<file path="config.mk">
export PLATFORM = sky130hd
export DESIGN_NAME = scale_note_quantizer
export DESIGN_NICKNAME = d
export VERILOG_FILES = /design/src/rtl/core/snq_pkg.sv /design/src/rtl/core/scale_note_quantizer.sv /design/src/rtl/core/snq_class_stage.sv /design/src/rtl/core/snq_search_stage.sv /design/src/rtl/core/snq_divide_stage.sv /design/src/rtl/core/snq_step_stage.sv
export SDC_FILE = /design/constraint.sdc
export NUM_CORES = 1
export LEC_CHECK = 0
export BUFFER_PORTS_ARGS = -buffer_cell sky130_fd_sc_hd__buf_2
export CORE_AREA = 2 2 174 176
export CTS_CLUSTER_SIZE = 25
export DETAILED_ROUTE_END_ITERATION = 10
export DIE_AREA = 0 0 176 178
export MAX_ROUTING_LAYER = met4
export PLACE_DENSITY = 0.59
export SKIP_LAST_GASP = 1
export SYNTH_ARGS = -nofsm -noshare
export SYNTH_HDL_FRONTEND = slang
export SYNTH_SLANG_ARGS = --single-unit
</file>
<file path="constraint.sdc">
create_clock -name clk -period 9.6 [get_ports clk]
set_input_delay 1.44 -clock clk [delete_from_list [all_inputs] [get_ports clk]]
set_output_delay 1.44 -clock clk [all_outputs]
set_load 0.03 [all_outputs]
</file>
<file path="src/rtl/core/snq_pkg.sv">
// Shared types, scale tables and helper functions of the scale note quantizer.
`timescale 1ns / 1ps
package snq_pkg;

    // Scale kind codes; anything else selects major
    localparam logic [2:0] KIND_MAJOR       = 3'd0;
    localparam logic [2:0] KIND_MINOR       = 3'd1;
    localparam logic [2:0] KIND_WHOLE       = 3'd2;
    localparam logic [2:0] KIND_OCTA        = 3'd3;
    localparam logic [2:0] KIND_PENTA_MAJOR = 3'd4;
    localparam logic [2:0] KIND_PENTA_MINOR = 3'd5;

    // Configuration register indexes
    localparam logic REG_ROOT_CLASS = 1'b0;
    localparam logic REG_SCALE_KIND = 1'b1;

    // Reciprocals for floor division by 5, 6 and 7
    localparam logic [7:0] RECIP_5 = 8'd205;   // >> 10
    localparam logic [7:0] RECIP_6 = 8'd171;   // >> 10
    localparam logic [8:0] RECIP_7 = 9'd293;   // >> 11
    localparam logic [7:0] RECIP_12 = 8'd43;   // >> 9, exact for 7-bit notes

    // Bias of 32 octaves keeps the dividend non-negative
    localparam logic [6:0] OCT_BIAS = 7'd32;

    localparam logic [6:0] NOTE_MAX = 7'd127;

    typedef logic [7:0][3:0] tone_row_t;

    typedef struct packed {
        logic [6:0]        note;
        logic signed [7:0] degrees;
    } note_item_t;

    typedef struct packed {
        logic [6:0]        note;
        logic signed [7:0] degrees;
        logic [3:0]        rel;
        logic              in_scale;
        logic [2:0]        kind;
        logic [3:0]        len;
    } class_data_t;

    typedef struct packed {
        logic              in_scale;
        logic [6:0]        quantized;
        logic signed [7:0] base;
        logic [2:0]        idx;
        logic signed [7:0] degrees;
        logic [2:0]        kind;
        logic [3:0]        len;
    } search_data_t;

    typedef struct packed {
        logic              in_scale;
        logic [6:0]        quantized;
        logic signed [7:0] base;
        logic [2:0]        kind;
        logic [3:0]        len;
        logic [8:0]        dividend;
        logic [6:0]        quo;
    } divide_data_t;

    typedef struct packed {
        logic       in_scale;
        logic [6:0] quantized;
        logic [6:0] stepped;
        logic [3:0] scale_size;
    } result_data_t;

    function automatic logic [3:0] scale_len(input logic [2:0] kind);
        logic [3:0] len;
        unique case (kind)
            KIND_MINOR:       len = 4'd7;
            KIND_WHOLE:       len = 4'd6;
            KIND_OCTA:        len = 4'd8;
            KIND_PENTA_MAJOR: len = 4'd5;
            KIND_PENTA_MINOR: len = 4'd5;
            default:          len = 4'd7;
        endcase
        return len;
    endfunction

    // Bit p set when pitch class p (relative to root) is in the scale
    function automatic logic [11:0] scale_mask(input logic [2:0] kind);
        logic [11:0] mask;
        unique case (kind)
            KIND_MINOR:       mask = 12'b0101_1010_1101;
            KIND_WHOLE:       mask = 12'b0101_0101_0101;
            KIND_OCTA:        mask = 12'b0110_1101_1011;
            KIND_PENTA_MAJOR: mask = 12'b0010_1001_0101;
            KIND_PENTA_MINOR: mask = 12'b0100_1010_1001;
            default:          mask = 12'b1010_1011_0101;
        endcase
        return mask;
    endfunction

    // Semitone offsets per degree, degree 0 in the low nibble
    function automatic tone_row_t scale_row(input logic [2:0] kind);
        tone_row_t row;
        unique case (kind)
            KIND_MINOR:
                row = {4'd0, 4'd10, 4'd8, 4'd7, 4'd5, 4'd3, 4'd2, 4'd0};
            KIND_WHOLE:
                row = {4'd0, 4'd0, 4'd10, 4'd8, 4'd6, 4'd4, 4'd2, 4'd0};
            KIND_OCTA:
                row = {4'd10, 4'd9, 4'd7, 4'd6, 4'd4, 4'd3, 4'd1, 4'd0};
            KIND_PENTA_MAJOR:
                row = {4'd0, 4'd0, 4'd0, 4'd9, 4'd7, 4'd4, 4'd2, 4'd0};
            KIND_PENTA_MINOR:
                row = {4'd0, 4'd0, 4'd0, 4'd10, 4'd7, 4'd5, 4'd3, 4'd0};
            default:
                row = {4'd0, 4'd11, 4'd9, 4'd7, 4'd5, 4'd4, 4'd2, 4'd0};
        endcase
        return row;
    endfunction

    function automatic logic [3:0] scale_tone(input logic [2:0] kind, input logic [2:0] pos);
        tone_row_t row;
        row = scale_row(kind);
        return row[pos];
    endfunction

    // Degree of a relative pitch class; 0 when absent
    function automatic logic [2:0] scale_index(input logic [2:0] kind, input logic [3:0] pc);
        tone_row_t  row;
        logic [3:0] len;
        logic [2:0] idx;
        row = scale_row(kind);
        len = scale_len(kind);
        idx = 3'd0;
        for (int i = 7; i >= 0; i--)
        begin
            if (row[i] == pc && 4'(i) < len)
            begin
                idx = 3'(i);
            end
        end
        return idx;
    endfunction

    // Note modulo 12 through a reciprocal
    function automatic logic [3:0] note_class(input logic [6:0] n);
        logic [12:0] prod;
        logic [3:0]  oq;
        logic [6:0]  rem;
        prod = 13'(n) * 13'(RECIP_12);
        oq   = prod[12:9];
        rem  = n - 7'(7'(oq) * 7'd12);
        return rem[3:0];
    endfunction

    // Fold 0..23 into 0..11
    function automatic logic [3:0] class_wrap(input logic [4:0] v);
        logic [4:0] w;
        w = (v >= 5'd12) ? (v - 5'd12) : v;
        return w[3:0];
    endfunction

endpackage

</file>
<file path="src/rtl/core/scale_note_quantizer.sv">
// Top level of the scale note quantizer: config registers and four-stage pipeline.
//
// Usage:
//   Input channel (in_valid/in_ready) carries a MIDI note and a signed step
//   count. Output channel (out_valid/out_ready) returns one result per input
//   transfer: in_scale, quantized (nearest scale note, ties go low), stepped
//   (quantized moved by degrees scale steps, saturated to 0..127) and
//   scale_size. The config channel (cfg_valid/cfg_ready, cfg_index, cfg_data)
//   writes root_class (index 0) and scale_kind (index 1); it is always ready
//   and should only be used while the pipeline is empty.
//   Path: a note is registered in turn by the class, search, divide and step stages.
//   Throughput: one transfer per cycle unless stalled; every stage has its own
//   register so a new note enters each cycle while earlier ones are in flight.
//   Reset: pipeline valid bits clear, config returns to C major (root 0,
//   kind 0); no clearing pass, the block takes input right after reset.
//   Stall: when out_ready is low the stages fill up in order and in_ready
//   drops once all four hold data; nothing is lost or repeated.
`timescale 1ns / 1ps
module scale_note_quantizer (
    input  logic              clk,
    input  logic              rst_n,
    // config write channel
    input  logic              cfg_valid,
    output logic              cfg_ready,
    input  logic              cfg_index,
    input  logic [3:0]        cfg_data,
    // input channel
    input  logic              in_valid,
    output logic              in_ready,
    input  logic [6:0]        note,
    input  logic signed [7:0] degrees,
    // output channel
    output logic              out_valid,
    input  logic              out_ready,
    output logic              in_scale,
    output logic [6:0]        quantized,
    output logic [6:0]        stepped,
    output logic [3:0]        scale_size
);

    logic [3:0] root_class_reg;
    logic [2:0] scale_kind_reg;

    snq_pkg::note_item_t   in_item;
    snq_pkg::class_data_t  class_data;
    snq_pkg::search_data_t search_data;
    snq_pkg::divide_data_t divide_data;
    snq_pkg::result_data_t result_data;

    logic class_valid,  class_ready;
    logic search_valid, search_ready;
    logic divide_valid, divide_ready;

    // Config writes are always accepted and land in the config registers
    assign cfg_ready = 1'b1;

    always_ff @(posedge clk or negedge rst_n)
    begin
        if (!rst_n)
        begin
            root_class_reg <= 4'd0;
            scale_kind_reg <= snq_pkg::KIND_MAJOR;
        end
        else if (cfg_valid && cfg_ready)
        begin
            unique case (cfg_index)
                snq_pkg::REG_ROOT_CLASS: root_class_reg <= cfg_data;
                snq_pkg::REG_SCALE_KIND: scale_kind_reg <= cfg_data[2:0];
                default:                 root_class_reg <= root_class_reg;
            endcase
        end
    end

    assign in_item.note    = note;
    assign in_item.degrees = degrees;

    // Stage 1: pitch class and membership
    snq_class_stage u_class (
        .clk        (clk),
        .rst_n      (rst_n),
        .root_class (root_class_reg),
        .scale_kind (scale_kind_reg),
        .in_valid   (in_valid),
        .in_ready   (in_ready),
        .in_data    (in_item),
        .out_valid  (class_valid),
        .out_ready  (class_ready),
        .out_data   (class_data)
    );

    // Stage 2: nearest scale note
    snq_search_stage u_search (
        .clk       (clk),
        .rst_n     (rst_n),
        .in_valid  (class_valid),
        .in_ready  (class_ready),
        .in_data   (class_data),
        .out_valid (search_valid),
        .out_ready (search_ready),
        .out_data  (search_data)
    );

    // Stage 3: octave quotient of the target degree
    snq_divide_stage u_divide (
        .clk       (clk),
        .rst_n     (rst_n),
        .in_valid  (search_valid),
        .in_ready  (search_ready),
        .in_data   (search_data),
        .out_valid (divide_valid),
        .out_ready (divide_ready),
        .out_data  (divide_data)
    );

    // Stage 4: stepped note, doubles as the output register
    snq_step_stage u_step (
        .clk       (clk),
        .rst_n     (rst_n),
        .in_valid  (divide_valid),
        .in_ready  (divide_ready),
        .in_data   (divide_data),
        .out_valid (out_valid),
        .out_ready (out_ready),
        .out_data  (result_data)
    );

    assign in_scale   = result_data.in_scale;
    assign quantized  = result_data.quantized;
    assign stepped    = result_data.stepped;
    assign scale_size = result_data.scale_size;

endmodule

</file>
<file path="src/rtl/core/snq_class_stage.sv">
// Stage 1: pitch class of the note relative to the root, scale membership.
`timescale 1ns / 1ps
module snq_class_stage (
    input  logic                 clk,
    input  logic                 rst_n,
    input  logic [3:0]           root_class,
    input  logic [2:0]           scale_kind,
    input  logic                 in_valid,
    output logic                 in_ready,
    input  snq_pkg::note_item_t  in_data,
    output logic                 out_valid,
    input  logic                 out_ready,
    output snq_pkg::class_data_t out_data
);

    logic                 valid_reg;
    snq_pkg::class_data_t data_reg;
    snq_pkg::class_data_t data_next;
    logic [3:0]           root12;
    logic [3:0]           pc;
    logic [11:0]          mask;

    assign in_ready  = !valid_reg || out_ready;
    assign out_valid = valid_reg;
    assign out_data  = data_reg;

    always_comb
    begin
        root12 = (root_class >= 4'd12) ? (root_class - 4'd12) : root_class;
        pc     = snq_pkg::note_class(in_data.note);
        mask   = snq_pkg::scale_mask(scale_kind);
        data_next.note    = in_data.note;
        data_next.degrees = in_data.degrees;
        data_next.rel     = (pc >= root12) ? (pc - root12) : (pc + 4'd12 - root12);
        data_next.in_scale = mask[data_next.rel];
        data_next.kind    = scale_kind;
        data_next.len     = snq_pkg::scale_len(scale_kind);
    end

    always_ff @(posedge clk or negedge rst_n)
    begin
        if (!rst_n)
        begin
            valid_reg <= 1'b0;
        end
        else if (in_ready)
        begin
            valid_reg <= in_valid;
        end
    end

    always_ff @(posedge clk)
    begin
        if (in_valid && in_ready)
        begin
            data_reg <= data_next;
        end
    end

endmodule

</file>
<file path="src/rtl/core/snq_search_stage.sv">
// Stage 2: nearest in-scale note, its degree and octave base.
`timescale 1ns / 1ps
module snq_search_stage (
    input  logic                  clk,
    input  logic                  rst_n,
    input  logic                  in_valid,
    output logic                  in_ready,
    input  snq_pkg::class_data_t  in_data,
    output logic                  out_valid,
    input  logic                  out_ready,
    output snq_pkg::search_data_t out_data
);

    logic                  valid_reg;
    snq_pkg::search_data_t data_reg;
    snq_pkg::search_data_t data_next;
    logic [11:0]           mask;
    logic                  found;
    logic signed [3:0]     delta;
    logic [3:0]            lo_pc;
    logic [3:0]            hi_pc;
    logic signed [8:0]     q_wide;
    logic [4:0]            qv;
    logic [3:0]            qrel;

    assign in_ready  = !valid_reg || out_ready;
    assign out_valid = valid_reg;
    assign out_data  = data_reg;

    always_comb
    begin
        mask  = snq_pkg::scale_mask(in_data.kind);
        found = in_data.in_scale;
        delta = 4'sd0;
        lo_pc = 4'd0;
        hi_pc = 4'd0;
        // outward search, lower side wins a tie
        for (int d = 1; d <= 6; d++)
        begin
            lo_pc = snq_pkg::class_wrap(5'(in_data.rel) + 5'd12 - 5'(d));
            hi_pc = snq_pkg::class_wrap(5'(in_data.rel) + 5'(d));
            if (!found)
            begin
                if (in_data.note >= 7'(d) && mask[lo_pc])
                begin
                    delta = -4'(d);
                    found = 1'b1;
                end
                else if (8'(in_data.note) + 8'(d) <= 8'(snq_pkg::NOTE_MAX) && mask[hi_pc])
                begin
                    delta = 4'(d);
                    found = 1'b1;
                end
            end
        end

        q_wide = $signed({2'b00, in_data.note}) + 9'(delta);
        qv     = 5'(in_data.rel) + 5'd12 + 5'(delta);
        if (qv >= 5'd24)
            qrel = 4'(qv - 5'd24);
        else
            qrel = snq_pkg::class_wrap(qv);

        data_next.in_scale  = in_data.in_scale;
        data_next.quantized = q_wide[6:0];
        data_next.base      = $signed({1'b0, q_wide[6:0]}) - $signed({4'b0000, qrel});
        data_next.idx       = snq_pkg::scale_index(in_data.kind, qrel);
        data_next.degrees   = in_data.degrees;
        data_next.kind      = in_data.kind;
        data_next.len       = in_data.len;
    end

    always_ff @(posedge clk or negedge rst_n)
    begin
        if (!rst_n)
        begin
            valid_reg <= 1'b0;
        end
        else if (in_ready)
        begin
            valid_reg <= in_valid;
        end
    end

    always_ff @(posedge clk)
    begin
        if (in_valid && in_ready)
        begin
            data_reg <= data_next;
        end
    end

endmodule

</file>
<file path="src/rtl/core/snq_divide_stage.sv">
// Stage 3: target degree and its floor quotient by the scale size.
`timescale 1ns / 1ps
module snq_divide_stage (
    input  logic                  clk,
    input  logic                  rst_n,
    input  logic                  in_valid,
    output logic                  in_ready,
    input  snq_pkg::search_data_t in_data,
    output logic                  out_valid,
    input  logic                  out_ready,
    output snq_pkg::divide_data_t out_data
);

    logic                  valid_reg;
    snq_pkg::divide_data_t data_reg;
    snq_pkg::divide_data_t data_next;
    logic signed [9:0]     target;
    logic signed [9:0]     biased;
    logic [8:0]            dividend;
    logic [17:0]           prod5;
    logic [17:0]           prod6;
    logic [18:0]           prod7;
    logic [6:0]            quo;

    assign in_ready  = !valid_reg || out_ready;
    assign out_valid = valid_reg;
    assign out_data  = data_reg;

    always_comb
    begin
        target   = $signed({7'b0000000, in_data.idx}) + 10'(in_data.degrees);
        // add 32 octaves so the quotient is a plain unsigned divide
        biased   = target + $signed({1'b0, in_data.len, 5'b00000});
        dividend = biased[8:0];
        prod5    = 18'(dividend) * 18'(snq_pkg::RECIP_5);
        prod6    = 18'(dividend) * 18'(snq_pkg::RECIP_6);
        prod7    = 19'(dividend) * 19'(snq_pkg::RECIP_7);
        unique case (in_data.len)
            4'd5:    quo = 7'(prod5 >> 10);
            4'd6:    quo = 7'(prod6 >> 10);
            4'd7:    quo = 7'(prod7 >> 11);
            default: quo = 7'(dividend >> 3);
        endcase

        data_next.in_scale  = in_data.in_scale;
        data_next.quantized = in_data.quantized;
        data_next.base      = in_data.base;
        data_next.kind      = in_data.kind;
        data_next.len       = in_data.len;
        data_next.dividend  = dividend;
        data_next.quo       = quo;
    end

    always_ff @(posedge clk or negedge rst_n)
    begin
        if (!rst_n)
        begin
            valid_reg <= 1'b0;
        end
        else if (in_ready)
        begin
            valid_reg <= in_valid;
        end
    end

    always_ff @(posedge clk)
    begin
        if (in_valid && in_ready)
        begin
            data_reg <= data_next;
        end
    end

endmodule

</file>
<file path="src/rtl/core/snq_step_stage.sv">
// Stage 4: degree remainder, table tone, octave offset and saturation.
`timescale 1ns / 1ps
module snq_step_stage (
    input  logic                  clk,
    input  logic                  rst_n,
    input  logic                  in_valid,
    output logic                  in_ready,
    input  snq_pkg::divide_data_t in_data,
    output logic                  out_valid,
    input  logic                  out_ready,
    output snq_pkg::result_data_t out_data
);

    logic                  valid_reg;
    snq_pkg::result_data_t data_reg;
    snq_pkg::result_data_t data_next;
    logic [8:0]            pos_w;
    logic [2:0]            pos;
    logic signed [7:0]     oct;
    logic [3:0]            tone;
    logic signed [10:0]    res;

    assign in_ready  = !valid_reg || out_ready;
    assign out_valid = valid_reg;
    assign out_data  = data_reg;

    always_comb
    begin
        pos_w = in_data.dividend - 9'(9'(in_data.quo) * 9'(in_data.len));
        pos   = pos_w[2:0];
        oct   = $signed({1'b0, in_data.quo}) - $signed({1'b0, snq_pkg::OCT_BIAS});
        tone  = snq_pkg::scale_tone(in_data.kind, pos);
        res   = 11'(in_data.base) + $signed({7'b0000000, tone}) + 11'(oct) * 11'sd12;

        data_next.in_scale   = in_data.in_scale;
        data_next.quantized  = in_data.quantized;
        data_next.scale_size = in_data.len;
        if (res < 11'sd0)
            data_next.stepped = 7'd0;
        else if (res > $signed({4'b0000, snq_pkg::NOTE_MAX}))
            data_next.stepped = snq_pkg::NOTE_MAX;
        else
            data_next.stepped = res[6:0];
    end

    always_ff @(posedge clk or negedge rst_n)
    begin
        if (!rst_n)
        begin
            valid_reg <= 1'b0;
        end
        else if (in_ready)
        begin
            valid_reg <= in_valid;
        end
    end

    always_ff @(posedge clk)
    begin
        if (in_valid && in_ready)
        begin
            data_reg <= data_next;
        end
    end

endmodule
</file>
==> flow_metrics.tcl, run 1 <==
set metrics [dict create \
    clk_pin_slew_ns 0.06 \
    fill_cells 2728 \
    grt_pass1_wl_mm 49.81 \
    routedWlPerCell_um 16.75 \
    grt_max_degree 35 \
    antenna_found_initial 1 \
    drtPass1Iterations 6 \
    synth_common_cells "ha_1 (227), inv_1 (156), edfxtp_1 (113)" \
    gp_congestion 0.9327 \
    cts_tree "built" \
    io_pins 47 \
    hpwl_mm 23.43 \
    min-delay-start "u_divide.out_data[38]$_DFFE_PP_" \
    cp.arrival_ns 8.40 \
    vias 9776 \
    drc 0 \
    whs_path_depth 0 \
    syn_avg_cell_area_um2 9.964 \
    post_cts_buffers 0 \
    synthToLayoutAreaGrowth_pct 9.123 \
    fin_util_pct 48.81 \
    r2r-end "u_search.out_data[15]$_SDFFCE_PP0P_" \
    cts-resized-gates 0 \
    reg2reg_depth 26 \
    path_class "reg2reg" \
    fin_crit_sh_pct 85.99 \
    fp.coreArea_mm2 0.02940 \
    synth_nets 1625 \
    synthFlopType "edfxtp_1" \
    largest_register_ffs 34 \
    period_minus_slack_ns 8.255 \
    maxSlewHeadroom_pct 28.42 \
    finClkSkew_ns 0.01208 \
    yosysWarnings 0 \
    yosysSeqAreaShare_pct 27.89 \
    synth_cell_types 88 \
    synth_top_area_share_pct 25.80 \
    synth_most_common_cell "ha_1" \
    status "completed" \
    synthTopCellsByArea "edfxtp_1 (26%), ha_1 (22%), fa_1 (8.1%)" \
    hold_class "reg2reg" \
    yosys.area.top_type "edfxtp_1" \
    portBuffers 45 \
    clk_latency_ns 0.41 \
    cts_buffer_depth 2 \
    rows 63 \
    r2r_start "u_class.out_data[10]$_DFFE_PP_" \
    synthArstFlopShare_pct 8.871 \
    reg2reg_slack_ns 1.34 \
    netlist_area_mm2 0.01315 \
    synthCells 1320 \
    crit_path_end_kind "flop" \
    grt_usage_pct 20.50 \
    drive_gt1_share_pct 8.819 \
    finalSetupViolations 0 \
    cp-start-kind "flop" \
    die_x_um 176 \
    overflow 0 \
    maxCapViolations 0 \
    fmaxAchievable_mhz 121.1 \
    routed_via_density 5.545 \
    drt-total-wl_mm 29.54 \
    ant_nets 0 \
    cts_buffers 17 \
    final_max_slew_viol_count 0 \
    min_to "u_step.out_data[18]$_DFFE_PP_" \
    grt_pass1_vias 9731 \
    tightest_slew_ns 1.069 \
    holdWs_ns 0.4150 \
    first_iter_violations 818 \
    cts_max_level 4 \
    clock-root-buffer "clkbuf_16" \
    ys_seq_elements 124 \
    die_h_um 178 \
    cp.required_ns 9.75 \
    rsz0062_at_grt "false" \
    cts_num_sinks 124 \
    die_area_mm2 0.03133 \
    start_util_pct 44.73 \
    fin_nets 1664 \
    path_max_fanout 21 \
    final_hold_viol_count 0 \
    fin_tns_setup_ns 0 \
    cts.hold.buffers_added 0 \
    synth_edf_count 113 \
]
## through the flow
step	instance area [um2]	instances	worst slack, ns
final	14350	1763	1.345
after CTS	14350	1762	1.447
after floorplan	13150	1320	2.932
after global placement	13790	1730	1.848
after global routing	14350	1763	0.5167
after detailed placement	13790	1730	1.493
## worst max-delay path, stage by stage (launching register included)
cell and delay [ns]:
edfxtp_1 0.81, inv_1 0.37, ha_1 0.82, inv_1 0.24, xnor2_1 0.30, inv_1 0.10, ha_1 0.22, a221o_1 0.39
a21oi_1 0.14, a32oi_1 0.07, o21ai_0 0.45, o21bai_2 0.16, nor3_2 0.35, nand3_1 0.15, o21ai_0 0.57, ha_1 0.36
a21o_1 0.17, a21oi_1 0.18, xor2_1 0.28, inv_1 0.14, ha_1 0.23, a21oi_1 0.16, xnor2_1 0.13, o21ai_4 0.46
mux2i_1 0.18, a2111oi_2 0.41, o32ai_1 0.14
## area by class of cell
| cell class | count | area, um2 | area share (%) |
|---|---|---|---|
| Tap cell | 390 | 488.0 | 3.400 |
| Multi-Input combinational cell | 1002 | 8736 | 60.87 |
| Inverter | 158 | 593.1 | 4.132 |
| Timing Repair Buffer | 56 | 307.8 | 2.145 |
| Clock buffer | 18 | 429.2 | 2.990 |
| Clock inverter | 14 | 127.6 | 0.8892 |
| Sequential cell | 124 | 3669 | 25.56 |
| Antenna cell | 1 | 2.502 | 0.01744 |
## worst max path at each step
stage	cells past startpoint	end	startpoint
finish	26	u_search.out_data[15]$_SDFFCE_PP0P_	u_class.out_data[10]$_DFFE_PP_
global placement	26	u_search.out_data[15]$_SDFFCE_PP0P_	u_class.out_data[10]$_DFFE_PP_
CTS	26	u_search.out_data[15]$_SDFFCE_PP0P_	u_class.out_data[10]$_DFFE_PP_
detailed placement	26	u_search.out_data[15]$_SDFFCE_PP0P_	u_class.out_data[10]$_DFFE_PP_
global route	27	u_search.out_data[15]$_SDFFCE_PP0P_	u_class.out_data[10]$_DFFE_PP_
floorplan	28	u_search.out_data[24]$_DFFE_PP_	u_class.out_data[8]$_DFFE_PP_
## kinds of logic (layout without fill, tap and decap cells)
group | count (synthesis) | after routing | share of synthesized area, %
mux | 18 | 18 | 1.456
simple gates | 265 | 265 | 10.35
xor+xnor | 106 | 106 | 7.116
buf+inv | 194 | 246 | 5.708
flops | 124 | 124 | 27.89
fa+ha+maj | 282 | 282 | 29.81
other cells | 1 | 2 | 0.02851
compound gates | 330 | 330 | 17.64
## per-layer routing
layer	track usage [%]	share of wire [%]
met1	26.45	47
met2	33.87	47
met3	2.962	4.0
met4	5.647	2.0
met5	-	0
## cell usage in the layout (no fill, tap or decap), drive strengths merged, types with 11 or more instances in the layout
master	Yosys	layout
nor2b	23	23
a21oi	84	84
a221oi	14	14
clkbuf	23	18
and2	12	12
o21bai	21	21
nand3	18	18
xor2	30	30
fa	53	53
dfrtp	11	11
nand2	59	59
o21ai	51	51
a31oi	12	12
a211oi	12	12
edfxtp	113	113
a21o	26	26
xnor2	76	76
nor3	13	13
nand2b	20	20
nor2	66	66
buf	13	56
ha	227	227
inv	157	165
Power of run 1 is not shown: default switching activity piles up to over one toggle a cycle in this logic, so the estimate is an artifact.
==> inputs of run 2 (changes only) <==
==> constraint.sdc (replaced) <==
create_clock -name clk -period 8.6 [get_ports clk]
set_input_delay 1.29 -clock clk [delete_from_list [all_inputs] [get_ports clk]]
set_output_delay 1.29 -clock clk [all_outputs]
set_load 0.03 [all_outputs]
==> run 2 against run 1 <==
Clock-buffer cell count decreased by 1. Register-to-register slack got worse by 0.37 ns. Largest cell class unchanged. Die area unchanged. Wire length increased by 0.40%. Global-route usage decreased by 0.088 points.
==> flow_metrics.tcl, run 2 (synthesis results as in run 1) <==
set metrics [dict create \
    status "completed" \
    drt-total-wl_mm 29.65 \
    holdWs_ns 0.4112 \
    cts_num_sinks 124 \
    routedWlPerCell_um 16.76 \
    first_iter_violations 628 \
    largest_register_ffs 34 \
    fin_tns_setup_ns 0 \
    ant_nets 0 \
    most-common-layout-cells "ha_1 (226), inv_1 (156), edfxtp_1 (113)" \
    cp.arrival_ns 7.76 \
    gp_congestion 0.9693 \
    finClkSkew_ns 0.01228 \
    grt_max_degree 35 \
    drc 0 \
    routed_via_density 5.510 \
    antenna_found_initial 1 \
    fill_cells 2701 \
    io_pins 47 \
    rows 63 \
    cts_tree "built" \
    final_hold_viol_count 0 \
    layout_commonest_cell "ha_1" \
    maxSlewHeadroom_pct 41.49 \
    regArea_mm2 0.003669 \
    clk_latency_ns 0.42 \
    grt_pass1_vias 9638 \
    rsz0062_at_grt "false" \
    crit_path_end_kind "flop" \
    fmaxAchievable_mhz 131.2 \
    start_util_pct 44.73 \
    cp-start-kind "flop" \
    cts_buffer_depth 2 \
    r2r_start "u_class.out_data[10]$_DFFE_PP_" \
    fin_crit_sh_pct 88.61 \
    drive_gt1_share_pct 9.361 \
    die_x_um 176 \
    drtPass1Iterations 5 \
    fp.coreArea_mm2 0.02940 \
    finalSetupViolations 0 \
    path_max_fanout 21 \
    hpwl_mm 23.63 \
    path_class "reg2reg" \
    reg2reg_slack_ns 0.98 \
    whs_path_depth 0 \
    portBuffers 45 \
    overflow 0 \
    crit_path_end "u_search.out_data[24]$_DFFE_PP_" \
    cts_max_level 4 \
    r2r-end "u_search.out_data[24]$_DFFE_PP_" \
    die_h_um 178 \
    period_minus_slack_ns 7.621 \
    reg2reg_depth 29 \
    fin_nets 1670 \
    grt_pass1_wl_mm 49.15 \
    cts_buffers 17 \
    hold_class "reg2reg" \
    multi_input_area_mm2 0.008738 \
    max_stage_delay_ns 0.63 \
    clk_pin_slew_ns 0.07 \
    vias 9747 \
    crit_top_cell "inv_1" \
    crit_path_top_delay_cell "ha_2" \
    final_max_slew_viol_count 0 \
    place_area_mm2 0.01384 \
    setup.worst_path.start "u_class.out_data[10]$_DFFE_PP_" \
    stdcell_area_mm2 0.01441 \
    die_area_mm2 0.03133 \
    tightest_slew_ns 0.8713 \
    maxCapViolations 0 \
    grt_usage_pct 20.41 \
    cp.required_ns 8.74 \
    clock-root-buffer "clkbuf_16" \
    synthToLayoutAreaGrowth_pct 9.551 \
]
[run 2: what timing repair did]
item,in CTS,in global routing
hold buffers,0,0
gates resized for setup,0,1
buffers inserted,0,0
setup endpoints to repair,0,6
[run 2: worst max-delay path: cells and delay by family (launching register included)]
family                     cells  cell delay [ns]
buffers and inverters          7             1.16
muxes                          1             0.16
xor gates and xnor gates       3             0.80
and+or+nand+nor                3             0.63
AOI/OAI and AO/OA             10             2.47
adders and majority gates      5             1.78
DFF                            1             0.33
[run 2: area by class of cell]
| class | instances | area share (%) |
|---|---|---|
| Multi-Input combinational cell | 1002 | 60.65 |
| Inverter | 158 | 4.116 |
| Timing Repair Buffer | 62 | 2.449 |
| Clock buffer | 17 | 2.952 |
| Clock inverter | 15 | 0.9726 |
| Tap cell | 390 | 3.387 |
| Antenna cell | 1 | 0.01737 |
| Sequential cell | 124 | 25.46 |
[run 2: worst min path at each step]
stage,startpoint,end,slack [ns]
final,u_search.out_data[19]$_DFFE_PP_,u_divide.out_data[24]$_DFFE_PP_,0.41
after floorplan,u_search.out_data[4]$_DFFE_PP_,u_divide.out_data[20]$_DFFE_PP_,0.40
after CTS,u_search.out_data[19]$_DFFE_PP_,u_divide.out_data[24]$_DFFE_PP_,0.41
after global routing,u_class.out_data[12]$_DFFE_PP_,u_search.out_data[7]$_DFFE_PP_,0.42
after detailed placement,u_search.out_data[4]$_DFFE_PP_,u_divide.out_data[20]$_DFFE_PP_,0.40
after global placement,u_class.out_data[1]$_DFFE_PP_,u_search.out_data[1]$_DFFE_PP_,0.40
[run 2: stage by stage]
step	setup slack, ns	util (%)	cells
final	0.9794	49.01	1769
after global routing	0.1429	49.01	1769
after CTS	0.8981	48.99	1768
after detailed placement	0.9097	47.07	1736
after global placement	1.255	47.07	1736
after floorplan	1.932	-	1320
[run 2: layer usage]
| metal | vias to the layer above | part of all wire, % | GRT usage (%) |
|---|---|---|---|
| met3 | 41 | 5.2 | 4.135 |
| met5 | - | 0 | - |
| li1 | 4858 | - | - |
| met2 | 259 | 48 | 33.79 |
| met1 | 4589 | 45 | 25.73 |
| met4 | 0 | 1.9 | 5.096 |
Power of run 2 is left out for the same reason.
==> inputs of run 3 (changes only) <==
--- a/config.mk
+++ b/config.mk
@@ -6,12 +6,15 @@
 export NUM_CORES = 1
 export LEC_CHECK = 0
 export BUFFER_PORTS_ARGS = -buffer_cell sky130_fd_sc_hd__buf_2
+export CELL_PAD_IN_SITES_DETAIL_PLACEMENT = 1
+export CELL_PAD_IN_SITES_GLOBAL_PLACEMENT = 1
 export CORE_AREA = 2 2 174 176
 export CTS_CLUSTER_SIZE = 25
 export DETAILED_ROUTE_END_ITERATION = 10
 export DIE_AREA = 0 0 176 178
 export MAX_ROUTING_LAYER = met4
-export PLACE_DENSITY = 0.59
+export PLACE_DENSITY = 0.72
+export RECOVER_POWER = 50
 export SKIP_LAST_GASP = 1
 export SYNTH_ARGS = -nofsm -noshare
 export SYNTH_HDL_FRONTEND = slang
==> run 3 against run 2 <==
Critical path depth shrank 3. Via count grew 4.1%. Global-route usage is 3.0 points higher. Worst hold slack worse by 0.00098 ns. Non-clock buffer count decreased by 5. Highest routed layer unchanged. Clock-buffer cell count did not move. First-iteration DRC count fell by 0.80%. Worst setup slack lost 0.11 ns. Utilization decreased by 0.21 points. Cell count fell by 0.28%. The run now ends with max-capacitance violations, max-slew violations left.
==> flow_metrics.tcl, run 3 (synthesis results as in run 1) <==
set metrics [dict create \
    status "finished with violations" \
    failed_checks "max-capacitance violations, max-slew violations" \
    cp-start-kind "flop" \
    dp_cells 1731 \
    fp.coreArea_mm2 0.02940 \
    tightest_slew_ns 1.887 \
    die_h_um 178 \
    die_x_um 176 \
    cp_num_buf_inv 1 \
    hpwl_mm 27.50 \
    r2r_start "u_class.out_data[8]$_DFFE_PP_" \
    clk_pin_slew_ns 0.07 \
    cts_buffer_depth 2 \
    drtPass1Iterations 5 \
    rsz0062_at_grt "false" \
    grt_usage_pct 23.41 \
    portBuffers 45 \
    layout_commonest_cell "ha_1" \
    start_util_pct 44.73 \
    fin_tns_setup_ns 0 \
    final_hold_viol_count 0 \
    min_to "u_divide.out_data[35]$_DFFE_PP_" \
    max_stage_delay_ns 0.62 \
    grt_busiest_layer "met2" \
    first_iter_violations 623 \
    io_pins 47 \
    min-delay-start "u_search.out_data[30]$_DFFE_PP_" \
    whs_path_depth 0 \
    stdcell_area_mm2 0.01435 \
    fin_nets 1665 \
    place_area_mm2 0.01380 \
    grt_pass1_vias 10630 \
    drc 0 \
    antenna_found_initial 1 \
    cts_buffers 17 \
    overflow 0 \
    cts-resized-gates 0 \
    finClkSkew_ns 0.01461 \
    period_minus_slack_ns 7.734 \
    fin_crit_sh_pct 89.93 \
    cts.hold.buffers_added 0 \
    fin_cells 1764 \
    met2_usage_pct 40.94 \
    gp_congestion 0.9153 \
    maxCapViolations 1 \
    use_met3_pct 2.600 \
    finalSetupViolations 0 \
    path_max_fanout 17 \
    routedWlPerCell_um 19.49 \
    crit_family "compound AO/OA/AOI/OAI gates" \
    maxSlewHeadroom_pct -25.81 \
    die_area_mm2 0.03133 \
    path_class "reg2reg" \
    cts_max_level 4 \
    cp.arrival_ns 7.89 \
    fmaxAchievable_mhz 129.3 \
    fill_cells 3308 \
    cts_num_sinks 124 \
    drt-total-wl_mm 34.38 \
    clock-root-buffer "clkbuf_16" \
    hold_class "reg2reg" \
    synthToLayoutAreaGrowth_pct 9.076 \
    crit_path_end_kind "flop" \
    largest_register_ffs 34 \
    drive_gt1_share_pct 7.138 \
    ant_nets 0 \
    vias 10150 \
    cts_tree "built" \
    most-common-layout-cells "ha_1 (226), inv_1 (156), edfxtp_1 (113)" \
    rows 63 \
    crit_path_top_delay_cell "edfxtp_1" \
    cp.required_ns 8.76 \
    met1_usage_pct 28.77 \
    reg2reg_slack_ns 0.87 \
    reg2reg_depth 26 \
    routed_via_density 5.753 \
    final_max_slew_viol_count 35 \
    grt_max_degree 35 \
    grt_pass1_wl_mm 56.15 \
    r2r-end "u_search.out_data[15]$_SDFFCE_PP0P_" \
    post_cts_buffers 0 \
    clk_latency_ns 0.42 \
]
run 3: worst reg2reg max path, stage by stage, from the launching register on:
cell,delay [ns]
edfxtp_1,0.62
ha_1,0.43
xnor2_1,0.59
inv_1,0.27
ha_1,0.28
a22o_1,0.21
nor3b_1,0.42
nor3_1,0.09
a221o_1,0.38
o41ai_4,0.45
o21bai_2,0.23
nor3_2,0.11
nand2_1,0.07
nor2_1,0.05
nor2_1,0.09
o21ai_0,0.26
fa_1,0.51
a21o_1,0.17
a21oi_1,0.18
xnor2_1,0.19
nor4b_1,0.30
a22oi_1,0.23
and2_4,0.21
o21ai_4,0.44
mux2i_1,0.17
a2111oi_2,0.40
o32ai_1,0.14
run 3: how the worst max path moves through the flow:
stage	startpoint	endpoint	slack, ns	depth (start not counted)
2_1_floorplan	u_class.out_data[8]$_DFFE_PP_	u_search.out_data[24]$_DFFE_PP_	1.93	28
3_3_place_gp	u_class.out_data[10]$_DFFE_PP_	u_search.out_data[15]$_SDFFCE_PP0P_	1.14	27
3_5_place_dp	u_class.out_data[10]$_DFFE_PP_	u_search.out_data[23]$_DFFE_PP_	0.76	28
4_1_cts	u_class.out_data[10]$_DFFE_PP_	u_search.out_data[23]$_DFFE_PP_	0.76	29
5_1_grt	u_class.out_data[8]$_DFFE_PP_	u_search.out_data[15]$_SDFFCE_PP0P_	0.14	26
6_report	u_class.out_data[8]$_DFFE_PP_	u_search.out_data[15]$_SDFFCE_PP0P_	0.87	26
run 3: cell type report:
cell class,instances,area [um2],area share [%]
Antenna cell,1,2.502,0.01744
Clock buffer,17,425.4,2.965
Clock inverter,15,156.4,1.090
Inverter,158,593.1,4.134
Multi-Input combinational cell,1002,8738,60.91
Sequential cell,124,3669,25.57
Tap cell,390,488.0,3.401
Timing Repair Buffer,57,274.0,1.910
run 3: layer usage:
metal	share of wire (%)	up-vias
li1	-	4853
met1	44	5095
met2	51	169
met3	2.7	31
met4	2.0	0
met5	0	-
run 3: per-stage QoR:
step | hold WS, ns | utilization, % | setup WS (ns)
final | 0.4102 | 48.79 | 0.8656
after global placement | 0.4027 | 46.94 | 1.144
after CTS | 0.4185 | 48.92 | 0.7618
after detailed placement | 0.4062 | 46.94 | 0.7637
after global routing | 0.4224 | 48.79 | 0.1370
after floorplan | 0.4003 | - | 1.932
Power of run 3 is left out for the same reason.
